--- src/rtl/bna_pkg.sv ---
`default_nettype none
// ----------------------------------------------------------------------------
// bna_pkg
// Shared widths, defaults and status codes for the batch-norm inference block.
// ----------------------------------------------------------------------------
package bna_pkg;

  localparam int FRACTION_BITS_DEF = 16;
  localparam int DATA_W            = 32;
  localparam int VAR_W             = 31;
  localparam int EPS_W             = 16;
  localparam int STATUS_W          = 2;
  localparam int CFG_IDX_W         = 1;

  // in_tdata: activation, mean, variance, scale, offset, padded to bytes
  localparam int IN_TDATA_W  = 160;
  // out_tdata: normalized, status, padded to bytes
  localparam int OUT_TDATA_W = 40;

  typedef enum logic [STATUS_W-1:0] {
    ST_OK   = 2'd0,
    ST_SAT  = 2'd1,
    ST_ZDIV = 2'd2
  } status_t;

  typedef enum logic [CFG_IDX_W-1:0] {
    REG_EPSILON = 1'b0,
    REG_AFFINE  = 1'b1
  } cfg_reg_t;

endpackage : bna_pkg
`default_nettype wire

--- src/rtl/bna_sqrt.sv ---
`default_nettype none
// ----------------------------------------------------------------------------
// bna_sqrt
// Pipelined integer square root, one root bit per stage.
// ----------------------------------------------------------------------------
module bna_sqrt #(
  parameter int SQ = 24,
  parameter int SW = 8
) (
  input  wire logic              clk,
  input  wire logic              rst_n,
  input  wire logic              en,
  input  wire logic              in_valid,
  input  wire logic [2*SQ-1:0]   in_rad,
  input  wire logic [SW-1:0]     in_side,
  output logic                   out_valid,
  output logic [SQ-1:0]          out_root,
  output logic [SW-1:0]          out_side
);
  import bna_pkg::*;

  localparam int RADW = 2 * SQ;

  logic            v_r    [SQ];
  logic [SQ-1:0]   rem_r  [SQ];
  logic [SQ-1:0]   root_r [SQ];
  logic [RADW-1:0] rad_r  [SQ];
  logic [SW-1:0]   side_r [SQ];

  for (genvar k = 0; k < SQ; k++) begin : g_stage
    logic            pv;
    logic [SQ-1:0]   prem;
    logic [SQ-1:0]   proot;
    logic [RADW-1:0] prad;
    logic [SW-1:0]   pside;
    logic [SQ+1:0]   trem;
    logic [SQ+1:0]   trial;
    logic [SQ-1:0]   rem_nxt;
    logic [SQ-1:0]   root_nxt;

    if (k == 0) begin : g_first
      assign pv    = in_valid;
      assign prem  = '0;
      assign proot = '0;
      assign prad  = in_rad;
      assign pside = in_side;
    end else begin : g_next
      assign pv    = v_r[k-1];
      assign prem  = rem_r[k-1];
      assign proot = root_r[k-1];
      assign prad  = rad_r[k-1];
      assign pside = side_r[k-1];
    end

    always_comb begin
      trem  = {prem, prad[RADW-1 -: 2]};
      trial = {proot, 2'b01};
      if (trem >= trial) begin
        rem_nxt  = SQ'(trem - trial);
        root_nxt = {proot[SQ-2:0], 1'b1};
      end else begin
        rem_nxt  = SQ'(trem);
        root_nxt = {proot[SQ-2:0], 1'b0};
      end
    end

    always_ff @(posedge clk) begin
      if (!rst_n) begin
        v_r[k] <= 1'b0;
      end else if (en) begin
        v_r[k] <= pv;
      end
    end

    always_ff @(posedge clk) begin
      if (en) begin
        rem_r[k]  <= rem_nxt;
        root_r[k] <= root_nxt;
        rad_r[k]  <= {prad[RADW-3:0], 2'b00};
        side_r[k] <= pside;
      end
    end
  end

  assign out_valid = v_r[SQ-1];
  assign out_root  = root_r[SQ-1];
  assign out_side  = side_r[SQ-1];

endmodule : bna_sqrt
`default_nettype wire

--- config.mk ---
export PLATFORM = sky130hd
export DESIGN_NAME = bna_sqrt
export DESIGN_NICKNAME = d
export VERILOG_FILES = /design/src/rtl/bna_pkg.sv /design/src/rtl/bna_sqrt.sv
export SDC_FILE = /design/constraint.sdc
export NUM_CORES = 2
export LEC_CHECK = 0
export BUFFER_PORTS_ARGS = -buffer_cell sky130_fd_sc_hd__buf_2
export CORE_MARGIN = 2
export CORE_UTILIZATION = 55
export CTS_CLUSTER_SIZE = 10
export DETAILED_ROUTE_END_ITERATION = 12
export GPL_ROUTABILITY_DRIVEN = 0
export PLACE_DENSITY = 0.76
export SLEW_MARGIN = 0
export SYNTH_ARGS = -nofsm -noshare
export SYNTH_HDL_FRONTEND = slang
export SYNTH_SLANG_ARGS = --single-unit
--- constraint.sdc ---
create_clock -name clk -period 3.7 [get_ports clk]
set_clock_uncertainty 0.05 [all_clocks]
set_input_delay 0.185 -clock clk [delete_from_list [all_inputs] [get_ports clk]]
set_output_delay 0.185 -clock clk [all_outputs]
set_load 0.01 [all_outputs]
# [After elaboration in Yosys (flattened, before gate mapping)]
# Memories as Yosys holds them, arrays and structs flattened.
# Cells that the tools add are included.
# W data, S select, Z words.
[classes] add_sub_neg=24 order_cmp=24 mux=77 n_bitwise=24
[op_table] operator="$ge A26 B26 Y1" count=23
[op_table] operator="$mux W24" count=24
[op_table] operator="$sub A24 B24 Y24" count=23
[op_table] operator="$mux W1" count=53
[op_table] operator="$or A1 B1 Y1" count=24
[op_table] operator="$sub A2 B1 Y3 const B" count=1
[op_table] operator="$ge A2 B1 Y1 const B" count=1
[word_totals] regBits=0 mem_bits_rw=2472 input_bits=60 out_inout_bits=33 wordCells=154 memories=5
[memory_table] memory="rad_r" depth=24 word_bits=46 read_ports=23 rd_ports_with_merged_regs=0 wr=24 line_no="bna_sqrt.sv:27" source="logic [RADW-1:0] rad_r [SQ];"
[memory_table] memory="rem_r" depth=24 word_bits=24 read_ports=23 rd_ports_with_merged_regs=0 wr=24 line_no="bna_sqrt.sv:25" source="logic [SQ-1:0] rem_r [SQ];"
[memory_table] memory="root_r" depth=24 word_bits=24 read_ports=24 rd_ports_with_merged_regs=0 wr=24 line_no="bna_sqrt.sv:26" source="logic [SQ-1:0] root_r [SQ];"
[memory_table] memory="side_r" depth=24 word_bits=8 read_ports=24 rd_ports_with_merged_regs=0 wr=24 line_no="bna_sqrt.sv:28" source="logic [SW-1:0] side_r [SQ];"
[memory_table] memory="v_r" depth=24 word_bits=1 read_ports=24 rd_ports_with_merged_regs=0 wr=24 line_no="bna_sqrt.sv:24" source="logic v_r [SQ];"

# [Depth between registers and ports, before layout]
[logic_depth] word_depth=4 depth_mapped=14

# [Worst setup path after synthesis]
# No wires, ideal clock.
[synth_timing] path_kind="register to register" start="memory rem_r[21][0], in the netlist rem_r[2][120]" end="memory rem_r[22][17], in the netlist rem_r[2][161], data pin" setup_time_ps=260 arrival_time_ps=3066 path_slack_ps=324 path_stages_with_launch=13 n_path_buf=2 cell_sequence="edfxtp_1 -> ha_1 -> nor2b_1 -> o31ai_1 -> a21oi_1 -> a31oi_1 -> o211ai_1 -> a31oi_1 -> o211ai_1 -> a21bo_2 -> clkbuf_1 -> buf_2 -> mux2_2"
[synth_lines] item="start, declared" line_no="bna_sqrt.sv:25"

==> impl_metrics.yaml <==
status:
  status: "completed"
pwr:
  power.density_nw_per_um2: 599
  p_total_mw: 47.1
  p_leak_nw: 30.1
  ir_worst_vdd_mv: 0.487
logic_synthesis:
  synth_compound_area_frac: 0.0825
  yosysWarnings: 0
  synth.area.top_cells: "edfxtp_1 68%, ha_1 5.8%, xnor2_1 2.5%, xor2_1 2.5%, inv_1 2.2%"
  syn_inst: 5057
  postSynth.asyncResetShare: 0
  synthMuxAreaShare: 0.0123
  ys.flop_type: "edfxtp_1"
  syn_nets: 5442
  synth-simple-area-share: 0.0888
  synth-seq-area-share: 0.682
  synth_top_family_by_area: "simple AND/OR/NAND/NOR gates"
  synth_xor_area_frac: 0.0499
  yosysTopAreaCellShare: 0.681
  synth_cell_types: 79
  ys_seq_elements: 1590
  synthAdderAreaFrac: 0.0581
  synthesis.area_um2: 70000
  synth_edf_count: 1589
  synth_area_per_cell_um2: 13.8
  yosysTopAreaCell: "edfxtp_1"
worst_setup_path:
  worstPathRequired_ns: 4.18
  critical-path-top-delay-family: "compound AO/OA/AOI/OAI gates"
  critPathArrivalTime_ns: 3.97
  cp_slowest_cell: "a21bo_2"
  setup.worst_path.end_class: "register"
  path_cells: "ha_1, nor2b_1, o31ai_1, a21oi_1, a31oi_1, o211ai_1, a31oi_1, o211ai_1, a21bo_2, mux2_2"
  worst-setup-path-type: "reg2reg"
  critPathMaxStageDelay_ns: 0.58
  ff2ff_setup_slack_ns: 0.21
  critPathMaxFanout: 24
  cp_num_buf_inv: 0
  start_kind: "register"
route:
  drtPass1Iterations: 8
  vias: 40000
  vias_per_cell: 5.64
  first_iter_violations: 3659
  wl_per_cell_um: 17.3
  remaining_drc_errors: 0
  ant_nets: 0
  wl_um: 122000
die:
  coreArea_um2: 126000
  num_rows: 130
  start_util: 0.556
  die_w_um: 361
  pin_count: 93
  dieArea_um2: 130000
  die_h_um: 361
sta:
  fmax_mhz: 287
  rsz0062_at_grt: "false"
  fin_setup_tns_ns: 0
  setup_viol: 0
  tightestPinTransition_ns: 1.10
  min_period_ns: 3.49
  slew_viol_final: 0
  relSlewSlack: 0.266
  hold_viol: 0
  finalCritPeriodShare: 0.943
cts:
  path_clk_slew_ns: 0.05
  htreeDepth: 4
  numCtsBuffers: 181
  cts_setup_buffers: 0
  cts_num_sinks: 1590
  cts_max_path_buffers: 3
  clk-insertion-delay-late_ns: 0.79
  cts_tree: "yes"
  clockRootBuffer: "clkbuf_16"
placed_design:
  postPlaceCellArea_um2: 73000
  dp_hpwl_um: 82400
  port-buffer-count: 92
global_route:
  grt_antenna_before_repair: 1
  grt_max_degree: 181
  grt_pass1_wl_um: 198000
  grt_pass1_vias: 39400
  overflow: 0
  grtUsageTotal: 0.188
finish:
  finalInstanceArea_um2: 78700
  finish.net_count: 5764
  mostFrequentLayoutCells: "1589 x edfxtp_1, 409 x inv_1, 325 x ha_1"
  nFillCells: 9082
  area_delta_synth_final_pct: 12.3
  antennaDiodeCount: 0
  post-route-util: 0.624
  final_layout_size_suffix_gt1_frac: 0.0895
  layout_commonest_cell: "edfxtp_1"
min_path:
  hp-class: "in2reg"
flow_run:
  drv_cap: 0
==> layer usage <==
layer | global-route usage | share of wire | vias up | routed length [um]
li1 | - | - | 19400 | -
met1 | 0.246 | 0.43 | 19300 | 52800
met2 | 0.319 | 0.49 | 1026 | 60300
met3 | 0.0313 | 0.049 | 236 | 6000
met4 | 0.0645 | 0.027 | 0 | 3290
met5 | 0 | 0 | - | 0
==> registers in the layout, summed over array words and instances (netlist names) <==
| register | flops |
|---|---|
| rad_r | 552 |
| rem_r | 522 |
| root_r | 300 |
| side_r | 192 |
| v_r | 24 |
==> stage by stage <==
step | setup WS, ns | cells | hold slack [ns]
after floorplan | 0.324 | 5057 | 0.234
after global placement | 0.262 | 6781 | 0.311
after detailed placement | 0.0846 | 6781 | 0.313
after CTS | 0.0489 | 7090 | 0.00122
after global routing | 0.000483 | 7090 | 0.0266
final | 0.212 | 7090 | 0.0580
==> synth_stat cells, types with 6 or more instances <==
cell type,instances
nand2_1,308
a21oi_1,285
xnor2_1,201
ha_1,325
inv_1,409
a211oi_1,30
nor3b_1,7
nand4_1,66
o21bai_1,15
o211ai_1,18
nor2_1,276
a41oi_1,6
mux2_2,67
nor4b_1,9
or3_1,36
or2_2,27
clkbuf_1,76
nand3_1,82
or4_1,31
a31oi_1,22
and2_1,15
nor2b_1,54
mux2i_1,11
buf_2,6
a21o_1,109
a2111oi_0,9
a31o_2,8
nand4b_1,8
o21ai_0,239
nand2b_1,61
o31a_1,6
o2111ai_1,13
a211o_1,10
nand3b_1,7
nor4_1,67
o21a_1,65
and4_1,7
nor3_1,112
xor2_1,198
and3_1,51
edfxtp_1,1589
o31ai_1,34
a21boi_0,9
==> cell families (layout without fill, tap and decap cells) <==
family / Yosys count / after routing
AOI/OAI and AO/OA: 930 / 930
xor gates and xnor gates: 399 / 399
adders and majority gates: 325 / 325
buffers and inverters: 496 / 879
DFF: 1590 / 1590
muxes: 78 / 78
other: 1 / 1
and+or+nand+nor: 1238 / 1238
==> report_power, final <==
| group | switching (mW) | internal [mW] | leakage, nW |
|---|---|---|---|
| Sequential | 1.18 | 22.5 | 15.3 |
| Clock | 6.53 | 8.94 | 2.42 |
| Combinational | 4.46 | 3.53 | 12.4 |
| Total | 12.2 | 34.9 | 30.1 |
==> timing repair <==
| action | 4_1_cts | 5_1_grt |
|---|---|---|
| gates resized for setup | 0 | 6 |
| endpoints found under the setup margin | 0 | 45 |
| endpoints found under the hold margin | 158 | 0 |
| hold buffers | 65 | 0 |
==> final cells by class <==
cell class	count	area [um2]	area share
clock buffers	225	4760	0.0605
clock inverters	19	258	0.00328
inverters	410	1540	0.0196
multi-input cells	2971	20500	0.260
flip-flops and latches	1590	47700	0.607
well taps	1650	2060	0.0262
repair buffers	225	1830	0.0232
==> path summary, 6_finish.rpt <==
kind                            cells past startpoint       endpoint          start
worst max register to register                     10  rem_r[2][146]  rem_r[2][120]
worst min-delay path                                2   rad_r[0][25]     in_rad[25]
worst max-delay path                               10  rem_r[2][146]  rem_r[2][120]
worst min register to register                      0  rad_r[0][346]  rad_r[0][298]
No activity file was read; power rests on OpenSTA's default activity.
