<file path="src/rtl/bna_pkg.sv">
`default_nettype none
// ----------------------------------------------------------------------------
// bna_pkg
// Shared widths, defaults and status codes for the batch-norm inference block.
// ----------------------------------------------------------------------------
package bna_pkg;

  localparam int FRACTION_BITS_DEF = 16;
  localparam int DATA_W            = 32;
  localparam int VAR_W             = 31;
  localparam int EPS_W             = 16;
  localparam int STATUS_W          = 2;
  localparam int CFG_IDX_W         = 1;

  // in_tdata: activation, mean, variance, scale, offset, padded to bytes
  localparam int IN_TDATA_W  = 160;
  // out_tdata: normalized, status, padded to bytes
  localparam int OUT_TDATA_W = 40;

  typedef enum logic [STATUS_W-1:0] {
    ST_OK   = 2'd0,
    ST_SAT  = 2'd1,
    ST_ZDIV = 2'd2
  } status_t;

  typedef enum logic [CFG_IDX_W-1:0] {
    REG_EPSILON = 1'b0,
    REG_AFFINE  = 1'b1
  } cfg_reg_t;

endpackage : bna_pkg
`default_nettype wire

</file>
<file path="src/rtl/bna_post.sv">
`default_nettype none
// ----------------------------------------------------------------------------
// bna_post
// Norm saturation, scale multiply, floor shift, offset add and output register.
// ----------------------------------------------------------------------------
module bna_post #(
  parameter int DW            = 49,
  parameter int FRACTION_BITS = 16
) (
  input  wire logic                          clk,
  input  wire logic                          rst_n,
  input  wire logic                          en,
  input  wire logic                          affine,
  input  wire logic                          in_valid,
  input  wire logic [DW-1:0]                 in_quot,
  input  wire logic                          in_neg,
  input  wire logic                          in_dz,
  input  wire logic                          in_zdiv,
  input  wire logic signed [bna_pkg::DATA_W-1:0] in_scale,
  input  wire logic signed [bna_pkg::DATA_W-1:0] in_offset,
  output logic                               out_valid,
  output logic signed [bna_pkg::DATA_W-1:0]  out_norm,
  output bna_pkg::status_t                   out_status
);
  import bna_pkg::*;

  localparam logic signed [DATA_W-1:0] S_MAX = {1'b0, {(DATA_W-1){1'b1}}};
  localparam logic signed [DATA_W-1:0] S_MIN = {1'b1, {(DATA_W-1){1'b0}}};
  localparam logic [DW-1:0] Q_POS_LIM = DW'(S_MAX);
  localparam logic [DW-1:0] Q_NEG_LIM = DW'({1'b0, S_MIN});

  // stage A: saturated norm, zero-divisor value
  logic                     a_v_r;
  logic signed [DATA_W-1:0] a_norm_r, a_norm_nxt;
  logic                     a_sat_r, a_sat_nxt;
  logic                     a_zdiv_r;
  logic signed [DATA_W-1:0] a_zval_r, a_zval_nxt;
  logic signed [DATA_W-1:0] a_scale_r, a_offset_r;

  always_comb begin
    logic zsign_neg;
    logic zsign_zero;
    if (in_neg) begin
      a_sat_nxt  = (in_quot > Q_NEG_LIM);
      a_norm_nxt = a_sat_nxt ? S_MIN : DATA_W'(-in_quot[DATA_W-1:0]);
    end else begin
      a_sat_nxt  = (in_quot > Q_POS_LIM);
      a_norm_nxt = a_sat_nxt ? S_MAX : DATA_W'(in_quot[DATA_W-1:0]);
    end
    zsign_neg  = in_neg ^ (affine & in_scale[DATA_W-1]);
    zsign_zero = in_dz | (affine & (in_scale == '0));
    a_zval_nxt = zsign_zero ? '0 : (zsign_neg ? S_MIN : S_MAX);
  end

  // stage B: product
  logic                       b_v_r;
  logic signed [2*DATA_W-1:0] b_prod_r;
  logic signed [DATA_W-1:0]   b_norm_r, b_zval_r, b_offset_r;
  logic                       b_sat_r, b_zdiv_r;

  // stage C: output register
  logic                     c_v_r;
  logic signed [DATA_W-1:0] c_norm_r, c_norm_nxt;
  status_t                  c_status_r, c_status_nxt;

  always_comb begin
    logic signed [2*DATA_W-1:0] sh;
    logic signed [2*DATA_W:0]   sum;
    logic                       sat;
    sh  = b_prod_r >>> FRACTION_BITS;
    sum = (2*DATA_W+1)'(sh) + (2*DATA_W+1)'(b_offset_r);
    sat = b_sat_r;
    if (b_zdiv_r) begin
      c_norm_nxt = b_zval_r;
    end else if (affine) begin
      if (sum > (2*DATA_W+1)'(S_MAX)) begin
        c_norm_nxt = S_MAX;
        sat        = 1'b1;
      end else if (sum < (2*DATA_W+1)'(S_MIN)) begin
        c_norm_nxt = S_MIN;
        sat        = 1'b1;
      end else begin
        c_norm_nxt = DATA_W'(sum);
      end
    end else begin
      c_norm_nxt = b_norm_r;
    end
    if (b_zdiv_r) begin
      c_status_nxt = ST_ZDIV;
    end else if (sat) begin
      c_status_nxt = ST_SAT;
    end else begin
      c_status_nxt = ST_OK;
    end
  end

  always_ff @(posedge clk) begin
    if (!rst_n) begin
      a_v_r <= 1'b0;
      b_v_r <= 1'b0;
      c_v_r <= 1'b0;
    end else if (en) begin
      a_v_r <= in_valid;
      b_v_r <= a_v_r;
      c_v_r <= b_v_r;
    end
  end

  always_ff @(posedge clk) begin
    if (en) begin
      a_norm_r   <= a_norm_nxt;
      a_sat_r    <= a_sat_nxt;
      a_zdiv_r   <= in_zdiv;
      a_zval_r   <= a_zval_nxt;
      a_scale_r  <= in_scale;
      a_offset_r <= in_offset;
      b_prod_r   <= a_norm_r * a_scale_r;
      b_norm_r   <= a_norm_r;
      b_zval_r   <= a_zval_r;
      b_offset_r <= a_offset_r;
      b_sat_r    <= a_sat_r;
      b_zdiv_r   <= a_zdiv_r;
      c_norm_r   <= c_norm_nxt;
      c_status_r <= c_status_nxt;
    end
  end

  assign out_valid  = c_v_r;
  assign out_norm   = c_norm_r;
  assign out_status = c_status_r;

endmodule : bna_post
`default_nettype wire

</file>
<file path="config.mk">
export PLATFORM = sky130hd
export DESIGN_NAME = bna_post
export DESIGN_NICKNAME = d
export VERILOG_FILES = /design/src/rtl/bna_pkg.sv /design/src/rtl/bna_post.sv
export SDC_FILE = /design/constraint.sdc
export NUM_CORES = 2
export LEC_CHECK = 0
export BUFFER_PORTS_ARGS = -buffer_cell sky130_fd_sc_hd__buf_2
export CORE_MARGIN = 5
export CORE_UTILIZATION = 50
export CTS_BUF_LIST = sky130_fd_sc_hd__clkbuf_4 sky130_fd_sc_hd__clkbuf_8
export CTS_CLUSTER_DIAMETER = 200
export CTS_CLUSTER_SIZE = 20
export DETAILED_ROUTE_END_ITERATION = 16
export PLACE_DENSITY = 0.71
export SLEW_MARGIN = 15
export SYNTH_ARGS = -nofsm -noshare
export SYNTH_HDL_FRONTEND = slang
export SYNTH_SLANG_ARGS = --single-unit
export TNS_END_PERCENT = 100
</file>
<file path="constraint.sdc">
create_clock -name clk -period 16.1 [get_ports clk]
set_input_delay 2.415 -clock clk [delete_from_list [all_inputs] [get_ports clk]]
set_output_delay 2.415 -clock clk [all_outputs]
set_load 0.01 [all_outputs]
</file>
# [Yosys cells after proc, flatten, opt, wreduce, memory -nomap -nowiden]
# Cells that the tools add are included.
[word_totals] reg_bits=329 in_bits=121 output_inout_bits=35 elab_cells=43
[classes] add_sub_neg=2 mul=1 order_cmp=4 n_mux=14 bitwise=4 reduce_logical=1
[op_table] operator="32-bit two-way mux" n=8
[op_table] operator="49-bit by 32-bit greater-than comparator with 1-bit output (second input constant)" n=2
[op_table] operator="32-bit by 32-bit multiplier with 64-bit output" n=1
[op_table] operator="48-bit by 32-bit adder with 49-bit output" n=1
[op_table] operator="49-bit by 31-bit greater-than comparator with 1-bit output (second input constant)" n=1
[op_table] operator="49-bit by 32-bit less-than comparator with 1-bit output (second input constant)" n=1
[op_table] operator="32-bit zero test" n=1
[op_table] operator="32-bit negator" n=1
[op_table] operator="1-bit two-way mux" n=6
[op_table] operator="1-bit bitwise AND" n=2
[op_table] operator="1-bit bitwise OR" n=1
[op_table] operator="1-bit bitwise XOR" n=1

# [Logic depth before layout (Yosys ltp)]
[logic_depth] depth_word=7 depth_mapped=30 mapped_depth_nobuf=29

# [Worst setup path after synthesis]
# Ideal clock, no wire load.
[synth_timing] path_kind="register -> register" start="register a_norm_r[31]" end="register b_prod_r[62], data pin" setup_ns=0.258 t_arrival_ns=7.835 required_time_ns=15.842 path_slack_ns=8.007 path_stages_with_launch=30 n_path_buf=1 synth_period_minus_slack_ns=8.093 cell_sequence="edfxtp_1 -> clkbuf_1 -> nand2_1 -> inv_1 -> fa_1 -> fa_1 -> inv_1 -> fa_1 -> inv_1 -> fa_1 -> inv_1 -> fa_1 -> inv_1 -> fa_1 -> inv_1 -> fa_1 -> fa_1 -> inv_1 -> ha_1 -> a21o_1 -> a21o_1 -> a21oi_1 -> nand2_1 -> a21oi_1 -> nor3_1 -> o21ai_0 -> a21oi_1 -> or3_1 -> a21oi_1 -> xnor2_1"
[synth_via] elab_chain_len=1
[synth_lines] element="start: declaration" line_no="bna_post.sv:34" source="logic signed [DATA_W-1:0] a_norm_r, a_norm_nxt;"
[synth_lines] element="start signal: assignment" line_no="bna_post.sv:111" source="a_norm_r <= a_norm_nxt;"
[synth_lines] element="32-bit by 32-bit multiplier with 64-bit output" line_no="bna_post.sv:117" source="b_prod_r <= a_norm_r * a_scale_r;"
[synth_lines] element="end signal: assignment" line_no="bna_post.sv:117"
[synth_lines] element="end: declaration" line_no="bna_post.sv:57" source="logic signed [2*DATA_W-1:0] b_prod_r;"
# Every way passes these cells.
# A chain may end at the register's enable or synchronous reset.

# [Final worst setup path]
[layout_timing] start="register a_scale_r[2]" end="register b_prod_r[62], data pin"
[layout_via] elab_chain_len=1
[layout_lines] element="start: declaration" line_no="bna_post.sv:38" source="logic signed [DATA_W-1:0] a_scale_r, a_offset_r;"
[layout_lines] element="start signal: assignment" line_no="bna_post.sv:115" source="a_scale_r <= in_scale;"
[layout_lines] element="32-bit by 32-bit multiplier with 64-bit output" line_no="bna_post.sv:117"
# Every way passes these cells.

==> flow_summary.toml <==
[setup_path]
worst_r2r_path_depth = 27
cpMostUsedCell = "fa_1"
crit_family = "adder cells"
worst_setup_path_end_kind = "flip-flop"
crit_arrival_ps = 9530
slowest_stage = "fa_1"
start_kind = "flip-flop"
r2r_slack_ps = 6980
crit_fanout = 32
max_stage_delay_ps = 970
path_depth = 27
crit_buf_inv = 6
worstReg2RegStart = "a_scale_r[2]"
r2r-end = "b_prod_r[62]"
required_ps = 16520
setup.worst_path.class = "reg -> reg"

[logic_synthesis]
synth_area_leaders = "fa_1 (45%), edfxtp_1 (16%), inv_1 (7.9%)"
netlist_area_um2 = 47790
synth_edf_count = 250
synth_adder_area_share = 0.5135
synthTopCellsByCount = "fa_1 (1,082), inv_1 (1,012), nand2_1 (573)"
synth.distinct_cells = 73
async_reset_ff_frac = 0
synth.most_common_cell = "fa_1"
synth_xor_xnor_area_share = 0.01759
ys_seq_elements = 253
synth_top_area_frac = 0.4533
yosysSeqAreaShare = 0.1584
yosys.area.top_type = "fa_1"
yosysWarnings = 0
synth_top_family_by_area = "adder cells"
synth-compound-area-share = 0.05697
synth.avg_cell_area_um2 = 9.937
ys.flop_type = "edfxtp_1"
synthMuxAreaShare = 0.001257
synth_fp_nets = 6242
yosys.area_share.simple = 0.1536
netlist_instances = 4809

[grt]
grt_antenna_before_repair = 6
track_usage = 0.2620
grt_pass1_vias = 37351
overflow = 0
grt_start_max_net_pins = 147
grt_pass1_wl_um = 208500

[flow_run]
cap_violations = 0

[timing]
finalMaxSlewViolations = 0
post-route-min-period_ps = 9116
rsz0062_at_grt = "false"
hold_viol_final = 0
fin_worst_skew_ps = 58.84
setup_viol = 0
fmax_ghz = 0.1097
min_period_over_period = 0.5662
setup_tns_ps = 0
tightest_slew_ps = 1055
slew_headroom = 0.2875

[clock_network]
cts_hold_buf = 0
post_cts_buffers = 0
clk_path_buf_depth = 3
cts_tree = "yes"
cts.sinks = 253
cts_repair_resize_count = 0
clk_pin_slew_ps = 130
clock_latency_ps = 680
cts_max_level = 1
root_buffer = "clkbuf_8"
cts-buffers-inserted = 17

[hold_path]
min_to = "b_offset_r[5]"
hold_path.class = "reg -> reg"
holdCritStartpoint = "a_offset_r[5]"
hold_depth = 0

[drt]
drt_iter0_drc = 2555
wirelength_um = 131000
drtPass1Iterations = 6
num_vias = 33828
vias_per_cell = 5.552
ant_nets = 0
drcViolationCount = 0
routedWlPerCell_um = 21.50

[placed_design]
numPortBuffers = 155
place.gp.congestion = 0.9002
hpwl_um = 98330

[die]
die_h_um = 319.2
core_area_um2 = 94870
start_util = 0.5037
ios = 156
rows = 113
dieArea_um2 = 101900
die_w_um = 319.2

[run_status]
status = "completed"

[layout]
fin_nets = 6251
syn_to_final_growth_pct = 4.917
drive_gt1_frac = 0.05636
==> layout by cell type (no fill, tap or decap), types with 28 or more instances in the layout <==
master	synthesis	layout
a21o_1	40	40
a21oi_1	135	135
a221o_1	31	31
and2_1	520	521
buf_2	0	154
buf_4	0	72
edfxtp_1	250	250
fa_1	1082	1082
ha_1	230	230
inv_1	1012	1012
nand2_1	573	573
nand4_1	29	29
nor2_1	161	161
nor3_1	58	58
o21ai_0	73	73
or3_1	28	28
xnor2_1	61	61
xor2_1	35	35
==> registers in the layout, summed over array words and instances (netlist names), 2 cells and up <==
register	flops
b_offset_r	32
a_zval_r	2
b_norm_r	32
a_scale_r	32
out_status	2
a_norm_r	32
b_prod_r	48
a_offset_r	32
b_zval_r	2
out_norm	32
==> metrics by stage <==
step	instance area [µm²]	util	setup slack, ps	std cells	hold WS, ps
global route	50130	0.5285	6465	6092	443.1
detailed placement	49810	0.5251	7051	6064	404.5
finish	50140	0.5285	6984	6093	427.4
floorplan	47790	-	8007	4809	400.3
global placement	49810	0.5251	7174	6064	402.0
CTS	50130	0.5284	7014	6091	432.2
==> metal layers <==
layer	vias up	track usage	share of wire
met2	1590	0.4180	0.46
met5	-	0	0.00047
li1	14595	-	-
met3	353	0.07654	0.11
met4	10	0.1073	0.049
met1	17280	0.3394	0.39
==> logic make-up after synthesis <==
logic type / Yosys count
AOI/OAI and AO/OA: 414
DFF: 253
xor gates and xnor gates: 96
buffers and inverters: 1251
muxes: 6
and+or+nand+nor: 1477
adders and majority gates: 1312
==> worst max path at each step <==
stage	from	endpoint	slack, ps
after global routing	a_scale_r[2]	b_prod_r[62]	6460
after floorplan	a_norm_r[31]	b_prod_r[62]	8010
after global placement	a_scale_r[2]	b_prod_r[62]	7170
after detailed placement	a_scale_r[2]	b_prod_r[62]	7050
final	a_scale_r[2]	b_prod_r[62]	6980
after CTS	a_scale_r[2]	b_prod_r[62]	7010
==> cell type report <==
type,count,area [µm²]
Antenna cell,2,5.005
Clock inverter,4,40.04
Timing Repair Buffer,228,1346
Sequential cell,253,7567
Fill cell,8440,44730
Clock buffer,23,279.0
Multi-Input combinational cell,3305,35510
Inverter,1013,3802
Tap cell,1265,1583
Power is left out: the tool's default activity adds up to more than one toggle a clock period on the data nets, which glitch-free logic cannot reach.
